`src/rtl/core/day_number_to_week_date_top_defines.svh`:
```
// Assertion macros for the day number to week date block.
// Used by the top level; expects clk and arst_n in scope.
`ifndef DAY_NUMBER_TO_WEEK_DATE_TOP_DEFINES_SVH
`define DAY_NUMBER_TO_WEEK_DATE_TOP_DEFINES_SVH

// same-cycle implication, off during reset
`define DNWD_ASSERT_NOW(name, ante, cons, msg) \
	name: assert property (@(posedge clk) disable iff (!arst_n) (ante) |-> (cons)) \
		else $error(msg);

// next-cycle implication, off during reset
`define DNWD_ASSERT_NEXT(name, ante, cons, msg) \
	name: assert property (@(posedge clk) disable iff (!arst_n) (ante) |=> (cons)) \
		else $error(msg);

`endif

```
`src/rtl/core/dnwd_pkg.sv`:
```
// Package for the day number to week date block: widths, calendar constants,
// reciprocal constants for division by constants, and shared types. No dependencies.
package dnwd_pkg;

	localparam int DN_W    = 23;
	localparam int Z_W     = 22;
	localparam int YEAR_W  = 14;
	localparam int MONTH_W = 4;
	localparam int DAY_W   = 5;
	localparam int WEEK_W  = 6;
	localparam int YW_W    = 20;
	localparam int YD_W    = 9;
	localparam int ERA_W   = 5;
	localparam int DOE_W   = 18;
	localparam int YOE_W   = 9;

	localparam int LANES     = 2;
	localparam int LANE_DATE = 0;
	localparam int LANE_THU  = 1;

	localparam int DAY_MIN     = -719162;
	localparam int DAY_MAX     = 2932896;
	localparam int EPOCH_SHIFT = 719468;

	localparam int ERA_DAYS  = 146097;
	localparam int DAYS_4Y   = 1460;
	localparam int DAYS_100Y = 36524;
	localparam int YR_DAYS   = 365;

	// floor(x / d) == (x * M) >> K, exact for every x of the stated width
	localparam int D7_K = 25;
	localparam longint unsigned D7_M = ((64'd1 << D7_K) + 64'd6) / 64'd7;
	localparam int D7_MW = $clog2(D7_M + 64'd1);

	localparam int ERA_K = 40;
	localparam longint unsigned ERA_M = ((64'd1 << ERA_K) + 64'd146096) / 64'd146097;
	localparam int ERA_MW = $clog2(ERA_M + 64'd1);

	localparam int D4Y_K = 29;
	localparam longint unsigned D4Y_M = ((64'd1 << D4Y_K) + 64'd1459) / 64'd1460;
	localparam int D4Y_MW = $clog2(D4Y_M + 64'd1);

	localparam int D365_K = 27;
	localparam longint unsigned D365_M = ((64'd1 << D365_K) + 64'd364) / 64'd365;
	localparam int D365_MW = $clog2(D365_M + 64'd1);

	localparam int D153_K = 19;
	localparam longint unsigned D153_M = ((64'd1 << D153_K) + 64'd152) / 64'd153;
	localparam int D153_MW = $clog2(D153_M + 64'd1);

	localparam int WK7_K = 12;
	localparam longint unsigned WK7_M = ((64'd1 << WK7_K) + 64'd6) / 64'd7;
	localparam int WK7_MW = $clog2(WK7_M + 64'd1);

	typedef struct packed {
		logic signed [DN_W-1:0] day_number;
		logic                   is_missing;
	} day_t;

	typedef struct packed {
		logic                  result_missing;
		logic [YEAR_W-1:0]     calendar_year;
		logic [MONTH_W-1:0]    calendar_month;
		logic [DAY_W-1:0]      calendar_day;
		logic                  leap_flag;
		logic [WEEK_W-1:0]     iso_week;
		logic [YEAR_W-1:0]     iso_year;
		logic [YW_W-1:0]       iso_year_week;
		logic [WEEK_W-1:0]     us_week;
		logic [YW_W-1:0]       us_year_week;
	} date_t;

	typedef struct packed {
		logic vld;
		logic ok;
	} ctl_t;

	typedef struct packed {
		logic [YEAR_W-1:0]  year;
		logic [MONTH_W-1:0] month;
		logic [DAY_W-1:0]   day;
		logic               leap;
		logic [YD_W-1:0]    yday;
	} civ_t;

endpackage

```
`src/rtl/core/dnwd_skid.sv`:
```
// Output register with a spare entry; ready toward the pipeline is registered.
// Depends on dnwd_pkg for the result type.
module dnwd_skid
	import dnwd_pkg::*;
(
	input  logic  clk,
	input  logic  arst_n,
	input  logic  fill_valid,
	input  date_t fill_data,
	output logic  fill_ready,
	output logic  drain_valid,
	input  logic  drain_ready,
	output date_t drain_data
);
	logic  main_vld_q;
	logic  spare_vld_q;
	date_t main_q;
	date_t spare_q;
	logic  push;
	logic  main_free;

	assign push      = fill_valid && !spare_vld_q;
	assign main_free = !main_vld_q || drain_ready;

	always_ff @(posedge clk or negedge arst_n) begin
		if (!arst_n) begin
			main_vld_q  <= 1'b0;
			spare_vld_q <= 1'b0;
		end else if (main_free) begin
			main_vld_q  <= spare_vld_q || push;
			spare_vld_q <= 1'b0;
		end else if (push) begin
			spare_vld_q <= 1'b1;
		end
	end

	always_ff @(posedge clk) begin
		if (main_free) begin
			main_q <= spare_vld_q ? spare_q : fill_data;
		end else if (push) begin
			spare_q <= fill_data;
		end
	end

	assign fill_ready  = !spare_vld_q;
	assign drain_valid = main_vld_q;
	assign drain_data  = main_q;

endmodule
```
`config.mk`:
```
export PLATFORM = sky130hd
export DESIGN_NAME = dnwd_skid
export DESIGN_NICKNAME = d
export VERILOG_FILES = /design/src/rtl/core/day_number_to_week_date_top_defines.svh /design/src/rtl/core/dnwd_pkg.sv /design/src/rtl/core/dnwd_skid.sv
export SDC_FILE = /design/constraint.sdc
export NUM_CORES = 1
export LEC_CHECK = 0
export CORE_MARGIN = 10
export CORE_UTILIZATION = 35
export DETAILED_ROUTE_END_ITERATION = 8
export DONT_BUFFER_PORTS = 1
export HOLD_SLACK_MARGIN = 0.02
export PLACE_DENSITY_LB_ADDON = 0.1
export SYNTH_ARGS = -nofsm -noshare
export SYNTH_HDL_FRONTEND = slang
export SYNTH_SLANG_ARGS = --single-unit
```
`constraint.sdc`:
```
create_clock -name clk -period 13.97 [get_ports clk]
set_input_delay 2.0955 -clock clk [delete_from_list [all_inputs] [get_ports clk]]
set_output_delay 2.0955 -clock clk [all_outputs]
set_load 0.05 [all_outputs]
```
==> metrics, run 1 <==
max_cap viols 0; global route overflow 0; Slew @ Worst Pin 1.05 ns; first-pass GRT wire length around 19000 um; sequential share of power 59.3%; r2r worst-path depth 3; Worst R2R Start drain_valid; Synth Net Count about 390; die width between 150 and 200 um; CP startpoint kind register; Tcrit/Tclk final between 20% and 30%; first-pass detailed-route iteration total 4; Reg clk slew, reported paths roughly 0.070 ns; Synth Instances 291; mean number of vias per cell between 4 and 5; largest net degree at the start of global routing 76; # rows 50; Post-Syn Area 6660 um^2; I/O Pins 188; Fmax ~0.29 GHz; Root Driver clkbuf_16; Post-DRT Antenna Nets 0; Post-CTS Resized 0; PwrDens 172 nW/um^2; RSZ-0062 raised after global routing false; Port Buffers 0; drt drc 0; CP max stage cell dfrtp_4; antenna violations before repair 0; Core ar. around 19000 um^2; total power between 0.001 and 0.0015 W; Hold Startpoint spare_q[48]; Clk network pwr share between 30 and 40%; Final Cell Area 7490 um^2; GPL Wtd Cong slightly above 0.7; post-synthesis sequential area ratio 82.8%; final count of pins violating max slew 0; H-tree level count 4; CP Buf/Inv Count 1; CP Class register to primary output; crit path max fanout 20; CTS Sinks ~180; Post-CTS Setup Inserts 0; setup TNS 0 ns; endpoint of the worst hold path drain_data[48]; outcome finished clean; final setup fails 0; CP endpoint kind primary output; clk buf depth 2; die area ~25000 um^2; final hold violation count 0; worst hold path depth 1; via count 2665; Critical Path RT about 12 ns; layout cells sized above 1 40.7%; Comb power frac approximately 4.0%; DR WL/cell around 24 um; HPWL after DPL between 8000 and 9000 um; commonest cells after routing, fill and taps aside edfxtp_1 (182), mux2_2 (91), clkbuf_16 (17); Leak around 2.4 nW; Mapped Avg Cell Area between 20 and 25 um^2; P_int between 0.0009 and 0.001 W; Max-slew headroom about 30%; GRT Util Overall 10.7%; WP data arrival roughly 1.4 ns; Crit path largest cell delay 0.60 ns; FF+latch count, synth approximately 180; CTS tree done; Diodes inserted 0; Tmin final approximately 3.5 ns; flop2flop setup slack roughly 11 ns; Synth cell types 11; vias in the first global route between 2000 and 3000; number of hold buffers added after cts 0; Starting Density a little over a third; HP Class register to register; nets 399; clock skew about 0.011 ns; Inserted Clock Buffers 17; most common cell after layout, fill and taps aside edfxtp_1; worst skew pair latency 0.43 ns; final WL around 13000 um; VDD IR max ~0.079 mV; crit-path leading delay family flip-flops; Initial DRC Count ~110; r2r endpoint spare_q[11]; Synth warnings 0; Net Sw Frac 27.4%; area grow syn2layout 12.5%; Net Sw Power 0.000353 W; Die Span Y 158 um; CP cell instances inv_1; placed cell areas roughly 6900 um^2
per-layer routing:
layer	up-vias	share of wire, %	wire, um	GRT usage, %
li1	1192	-	-	-
met3	10	10	1350	6.00
met2	107	52	6960	17.7
met1	1356	37	4990	11.5
met5	-	0	0	0
met4	0	0.99	133	3.44
layout make-up:
class | instances | area [um^2]
Sequential cell | 184 | 5520
Inverter | 1 | 3.75
Multi-Input combinational cell | 96 | 1060
Clock inverter | 15 | 159
Clock buffer | 17 | 425
Timing Repair Buffer | 4 | 30.0
Fill cell | 1670 | 11200
Tap cell | 234 | 293
Yosys cell counts (all sizes together):
| master | instances | share of area, % |
|---|---|---|
| buf | 10 | 1.4 |
| dfrtp | 2 | 0.75 |
| edfxtp | 182 | 82 |
| inv | 1 | 0.056 |
| mux2 | 91 | 15 |
| nand2 | 1 | 0.056 |
| nand2b | 1 | 0.094 |
| nor2 | 2 | 0.11 |
| nor3b | 1 | 0.11 |
kinds of logic (layout without fill, tap and decap cells):
group	Yosys count	count (layout)	share of synthesized area, %
flip-flops	184	184	82.8
multiplexers	91	91	15.4
buffers and inverters	11	37	1.41
AND/OR/NAND/NOR	5	5	0.376
power by group through the flow:
stage          clock (W)  combinational [W]  sequential, W
2_1_floorplan          0          0.0000457       0.000771
3_3_place_gp           0          0.0000527       0.000778
3_5_place_dp           0          0.0000539       0.000778
4_1_cts         0.000488          0.0000542       0.000766
5_1_grt         0.000511          0.0000581       0.000768
6_report        0.000471          0.0000521       0.000764
registers in the layout, indices dropped and copies added (netlist names):
register / cells
drain_valid: 1
spare_q: 91
drain_data: 91
spare_vld_q: 1
worst max-delay path by stage:
| stage | cells after the start | from | end | slack, ns |
|---|---|---|---|---|
| 3_5_place_dp | 3 | drain_ready | spare_q[54] | 10.05 |
| 6_report | 1 | spare_vld_q | fill_ready | 10.47 |
| 3_3_place_gp | 3 | drain_ready | spare_q[58] | 10.05 |
| 2_1_floorplan | 2 | drain_ready | spare_q[0] | 2.16 |
| 5_1_grt | 3 | drain_ready | spare_q[49] | 10.38 |
| 4_1_cts | 1 | spare_vld_q | fill_ready | 10.42 |
metrics by stage:
step / util [%] / worst slack, ns / std cells / hold WS, ns
6_report: 40.1 / 10.47 / 551 / 0.545
5_1_grt: 40.1 / 10.38 / 551 / 0.557
4_1_cts: 40.1 / 10.42 / 551 / 0.546
3_5_place_dp: 36.9 / 10.05 / 519 / 0.530
3_3_place_gp: 36.9 / 10.05 / 519 / 0.529
2_1_floorplan: - / 2.16 / 291 / 0.523
No activity file was read; power rests on OpenSTA's default activity.
==> run 2: changes to the inputs <==
--- a/config.mk
+++ b/config.mk
@@ -5,6 +5,7 @@
 export SDC_FILE = /design/constraint.sdc
 export NUM_CORES = 1
 export LEC_CHECK = 0
+export ABC_AREA = 1
 export CORE_MARGIN = 10
 export CORE_UTILIZATION = 35
 export DETAILED_ROUTE_END_ITERATION = 8
==> constraint.sdc (replaced) <==
create_clock -name clk -period 3.5 [get_ports clk]
set_input_delay 0.525 -clock clk [delete_from_list [all_inputs] [get_ports clk]]
set_output_delay 0.525 -clock clk [all_outputs]
set_load 0.05 [all_outputs]
==> run 2 against run 1 <==
Die area rose by 0.53%. Highest routed layer unchanged. Flip-flop and latch count unchanged. Combinational power grew to 4.3 times the previous value. Sequential share of layout area is 0.11 points lower. Critical path depth up 1. Register-to-register slack got worse by 9.9 ns. Synthesized cell count is 67% higher. Via count rose by 25%.
==> metrics, run 2 <==
outcome finished clean; PwrDens 690 nW/um^2; Synth Net Count between 500 and 600; antenna violations before repair 0; Hold Startpoint fill_data[3]; Diodes inserted 0; asr flop ratio synth under 10%; Synth area leaders edfxtp_1 (82%), nand2_1 (15%), buf_4 (1.0%), buf_2 (0.75%), dfrtp_1 (0.75%); worst skew pair latency about 0.42 ns; placed cell areas 6930 um^2; ys flop type edfxtp_1; largest net degree at the start of global routing a little over 90; commonest cells after routing, fill and taps aside nand2_1 (275), edfxtp_1 (182), clkbuf_16 (17); final setup fails 0; clk buf depth 2; die area approximately 25000 um^2; CP startpoint kind register; via count roughly 3300; CTS Sinks approximately 180; Port Buffers 0; Post-DRT Antenna Nets 0; Synth warnings 0; GPL Wtd Cong around 0.73; Comb power frac between 4 and 5%; Starting Density approximately 36%; clock skew 0.00853 ns; Initial DRC Count between 100 and 150; vias in the first global route between 3000 and 4000; Synth Instances 485; WP data arrival between 1.5 and 2 ns; Worst R2R Start spare_vld_q; Root Driver clkbuf_16; die width around 160 um; Final Cell Area 7500 um^2; DR WL/cell 20.0 um; Synth cell types 9; RSZ-0062 raised after global routing false; storage element area 5520 um^2; CTS tree done; VDD IR max 0.315 mV; CP endpoint kind primary output; GRT Util Overall 11.5%; I/O Pins about 190; number of synthesized flops with an enable pin 182; Reg clk slew, reported paths around 0.070 ns; FF+latch count, synth 184; Slew @ Worst Pin between 1 and 1.5 ns; global route overflow 0; Clk network pwr share 35.8%; Post-CTS Setup Inserts 0; first-pass detailed-route iteration total 4; crit path max fanout just over 70; H-tree level count 4; post-synthesis sequential area ratio approximately 82%; synth cell count leaders nand2_1 (276), edfxtp_1 (182), buf_2 (10), buf_4 (9), nor2_1 (3); Net Sw Power between 0.001 and 0.0015 W; max_cap viols 0; most common cell after layout, fill and taps aside nand2_1; # rows 50; Inserted Clock Buffers 17; nets around 590; mean number of vias per cell around 4.5; Post-Syn Area 6700 um^2; HPWL after DPL between 9000 and 10000 um; Filler cells 1774; CP Class register to primary output; cell with the most instances after synthesis nand2_1; Leak around 2.9 nW; Core ar. roughly 19000 um^2; Net Sw Frac 27.3%; final WL between 10000 and 15000 um; drt drc 0; first-pass GRT wire length 21000 um; Yosys top cell by area edfxtp_1; final hold violation count 0; Die Span Y 158 um; Setup crit start spare_vld_q; final count of pins violating max slew 0; multi-input logic area around 1100 um^2; sequential share of power 59.8%; Fmax ~0.41 GHz; Tcrit/Tclk final 69.6%; worst hold margin ~0.19 ns; HP Class input port to register; P_int roughly 0.0038 W; Tmin final between 2 and 2.5 ns; Mapped Avg Cell Area roughly 14 um^2; Critical Path RT between 2 and 3 ns; Max-slew headroom approximately a third; top-area cell type share of the netlist area 81.6%; total power 0.00518 W; setup TNS 0 ns; layout cells sized above 1 7.14%; area grow syn2layout 12.0%
run 2: cell types whose count changed in the layout (fill, tap and decap cells not counted), moves of 2 or more:
| cell | previous run | this run |
|---|---|---|
| mux2_2 | 91 | 0 |
| inv_6 | 4 | 0 |
| inv_8 | 3 | 0 |
| clkbuf_1 | 0 | 6 |
| clkinv_2 | 0 | 2 |
| buf_4 | 4 | 6 |
| nand2_1 | 1 | 275 |
run 2: path summary, 6_finish.rpt:
| path | endpoint | slack (ns) | cells past startpoint |
|---|---|---|---|
| min in group asynchronous | spare_vld_q | 0.36 | 1 |
| setup / recovery | fill_ready | 1.06 | 2 |
| hold / removal | spare_q[3] | 0.19 | 0 |
| hold reg to reg | drain_data[59] | 0.51 | 2 |
| max in group asynchronous | spare_vld_q | 2.97 | 1 |
| setup reg to reg | spare_q[59] | 1.56 | 4 |
run 2: kinds of logic after synthesis:
logic type,share of synthesized area [%]
simple gates,15.6
flops,82.3
buf+inv,2.04
run 2: final cells by class:
cell class / count / share of cell area [%]
clock inverter: 8 / 1.37
multi-input combinational: 279 / 14.2
clock buffer: 24 / 6.15
inverter: 2 / 0.133
tap: 234 / 3.90
sequential: 184 / 73.6
timing repair buffer: 7 / 0.734
run 2: through the flow:
| stage | worst slack [ns] | instances | utilization (%) |
|---|---|---|---|
| floorplan | 0.245 | 485 | - |
| global placement | 1.48 | 705 | 36.9 |
| detailed placement | 1.48 | 705 | 36.9 |
| CTS | 1.01 | 738 | 40.0 |
| global route | 0.952 | 738 | 40.0 |
| finish | 1.06 | 738 | 40.0 |
run 2: repair_timing:
| action | CTS | global route |
|---|---|---|
| endpoints found under the hold margin | 2 | 0 |
| gates resized for setup | 0 | 0 |
| hold buffers | 1 | 0 |
run 2: critical path: stages, from the launching register on:
cell,delay (ns)
dfrtp_4,0.49
inv_4,0.20
buf_4,0.76
run 2: layer usage:
metal  vias up  GRT usage (%)  wire length, um
li1       1644              -                -
met1      1572           12.8             5880
met2       109           17.9             7190
met3         5           6.77             1560
met4         0           3.71              122
met5         -              0                0
run 2: power groups by stage:
stage          clock network (W)  logic [W]  registers [W]
2_1_floorplan                  0   0.000180        0.00311
3_3_place_gp                   0   0.000226        0.00315
3_5_place_dp                   0   0.000231        0.00315
4_1_cts                  0.00191   0.000233        0.00311
5_1_grt                  0.00200   0.000263        0.00311
6_report                 0.00185   0.000226        0.00310
==> run 3: changes to the inputs <==
--- a/config.mk
+++ b/config.mk
@@ -5,7 +5,7 @@
 export SDC_FILE = /design/constraint.sdc
 export NUM_CORES = 1
 export LEC_CHECK = 0
-export ABC_AREA = 1
+export ABC_AREA = 0
 export CORE_MARGIN = 10
 export CORE_UTILIZATION = 35
 export DETAILED_ROUTE_END_ITERATION = 8
==> constraint.sdc (replaced) <==
create_clock -name clk -period 2.2 [get_ports clk]
set_input_delay 0.33 -clock clk [delete_from_list [all_inputs] [get_ports clk]]
set_output_delay 0.33 -clock clk [all_outputs]
set_load 0.05 [all_outputs]
==> run 3 against run 2 <==
Flip-flop and latch count stayed put. Combinational power is 120% higher. Wire length is 0.28% lower. Critical path depth stayed put. Via count is 6.4% lower. Count of clock-buffer cells in the layout is 7 lower. Utilization is 5.2 points higher. Non-clock buffer count is 93 higher. Power is 60% higher. Final cell count is 12% lower. Largest cell class unchanged.
==> metrics, run 3 (synthesis gave the netlist of run 1 again) <==
final setup fails 0; Die Span Y approximately 160 um; endpoint of the worst hold path drain_data[62]; CP startpoint kind register; Final Cell Area around 8500 um^2; most common cell after layout, fill and taps aside edfxtp_1; HPWL after DPL 8580 um; placed cell areas 6960 um^2; Reg clk slew, reported paths roughly 0.070 ns; post-placement cell count 522; drt drc 0; antenna violations before repair 0; # rows 50; GPL Wtd Cong 0.669; worst hold margin approximately 0.12 ns; total power 0.00826 W; HP Class input port to register; flop2flop setup slack 0.51 ns; first-pass GRT wire length between 20000 and 25000 um; die area roughly 25000 um^2; area grow syn2layout 26.9%; nets between 400 and 500; outcome finished clean; Diodes inserted 0; mean number of vias per cell 4.83; Tmin final 1.91 ns; final cell count without fillers 646; Post-CTS Resized 0; worst skew pair latency around 0.42 ns; via count just over 3000; Port Buffers 0; Initial DRC Count between 100 and 150; Inserted Clock Buffers 17; DR WL/cell 22.8 um; RSZ-0062 raised after global routing false; CTS tree done; Slew @ Worst Pin 0.688 ns; Fmax ~0.52 GHz; r2r worst-path depth 2; VDD IR max about 0.55 mV; Starting Density 35.6%; first-pass detailed-route iteration total 6; clock skew around 0.013 ns; CP Class register to primary output; Core ar. about 19000 um^2; Leak 2.83 nW; PwrDens slightly below 1000 nW/um^2; worst hold path depth 1; final WL 14700 um; Max-slew headroom between 50% and 60%; die width 158 um; GRT Util Overall 11.7%; H-tree level count 4; crit path max fanout 29; global route overflow 0; CTS Sinks around 180; CP endpoint kind primary output; I/O Pins between 150 and 200; max_cap viols 0; Filler cells about 1600; final hold violation count 0; largest net degree at the start of global routing 94; Hold Startpoint fill_data[62]; Critical Path RT ~1.9 ns; layout cells sized above 1 between 30% and 40%; vias in the first global route approximately 3300; r2r endpoint drain_data[84]; clk buf depth 2; Root Driver clkbuf_16; Worst R2R Start spare_vld_q; WP data arrival between 1.5 and 2 ns; commonest cells after routing, fill and taps aside edfxtp_1 (182), dlygate4sd3_1 (93), mux2_2 (91); Post-DRT Antenna Nets 0; Tcrit/Tclk final 86.9%; final count of pins violating max slew 0
[run 3: cell types whose count changed in the layout (fill, tap and decap cells not counted), moves of 2 or more]
cell           previous run  this run
clkinv_2                  2         4
dlygate4sd3_1             1        93
nand2_1                 275         1
clkinv_1                  0         3
mux2_2                    0        91
buf_12                    0         2
inv_6                     0         2
clkbuf_1                  6         0
[run 3: timing repair]
action,in CTS,in global routing
hold buffers,93,0
setup buffers,0,0
hold endpoints to repair,94,0
[run 3: worst max-delay path by stage]
stage                     start              to  slack (ns)  depth (start not counted)
finish              spare_vld_q      fill_ready        0.29                          2
global route        spare_vld_q      fill_ready        0.21                          2
CTS                 spare_vld_q      fill_ready        0.25                          2
detailed placement  spare_vld_q  drain_data[68]        0.49                          2
global placement    spare_vld_q  drain_data[84]        0.51                          2
floorplan           drain_valid      spare_q[0]       -1.84                          2
[run 3: final cells by class]
| type | instances | area, um^2 | area share (%) |
|---|---|---|---|
| timing repair buffer | 100 | 1010 | 11.9 |
| clock inverter | 14 | 133 | 1.57 |
| sequential | 184 | 5520 | 65.3 |
| tap | 234 | 293 | 3.46 |
| multi-input combinational | 96 | 1070 | 12.6 |
| inverter | 1 | 3.75 | 0.0444 |
| clock buffer | 17 | 425 | 5.03 |
[run 3: metrics by stage]
step / utilization [%] / setup TNS [ns] / setup slack [ns]
3_3_place_gp: 37.2 / 0 / 0.513
3_5_place_dp: 37.2 / 0 / 0.486
2_1_floorplan: - / -167.86 / -1.84
6_report: 45.2 / 0 / 0.289
5_1_grt: 45.2 / 0 / 0.210
4_1_cts: 45.2 / 0 / 0.249
[run 3: layer usage]
layer | vias to the layer above | track usage, % | routed length (um)
met4 | 0 | 4.37 | 155
met2 | 138 | 16.7 | 6490
met3 | 9 | 6.35 | 1760
li1 | 1374 | - | -
met5 | - | 0 | 0
met1 | 1597 | 14.5 | 6300
[run 3: worst max-delay path: stages (launching register included)]
cell and delay (ns):
dfrtp_4 0.50, buf_4 0.27, inv_1 0.38
[run 3: where the power goes]
group          total [W]  switching [W]  internal [W]
logic           0.000504       0.000229      0.000275
registers        0.00484       0.000667       0.00417
clock network    0.00292        0.00127       0.00166
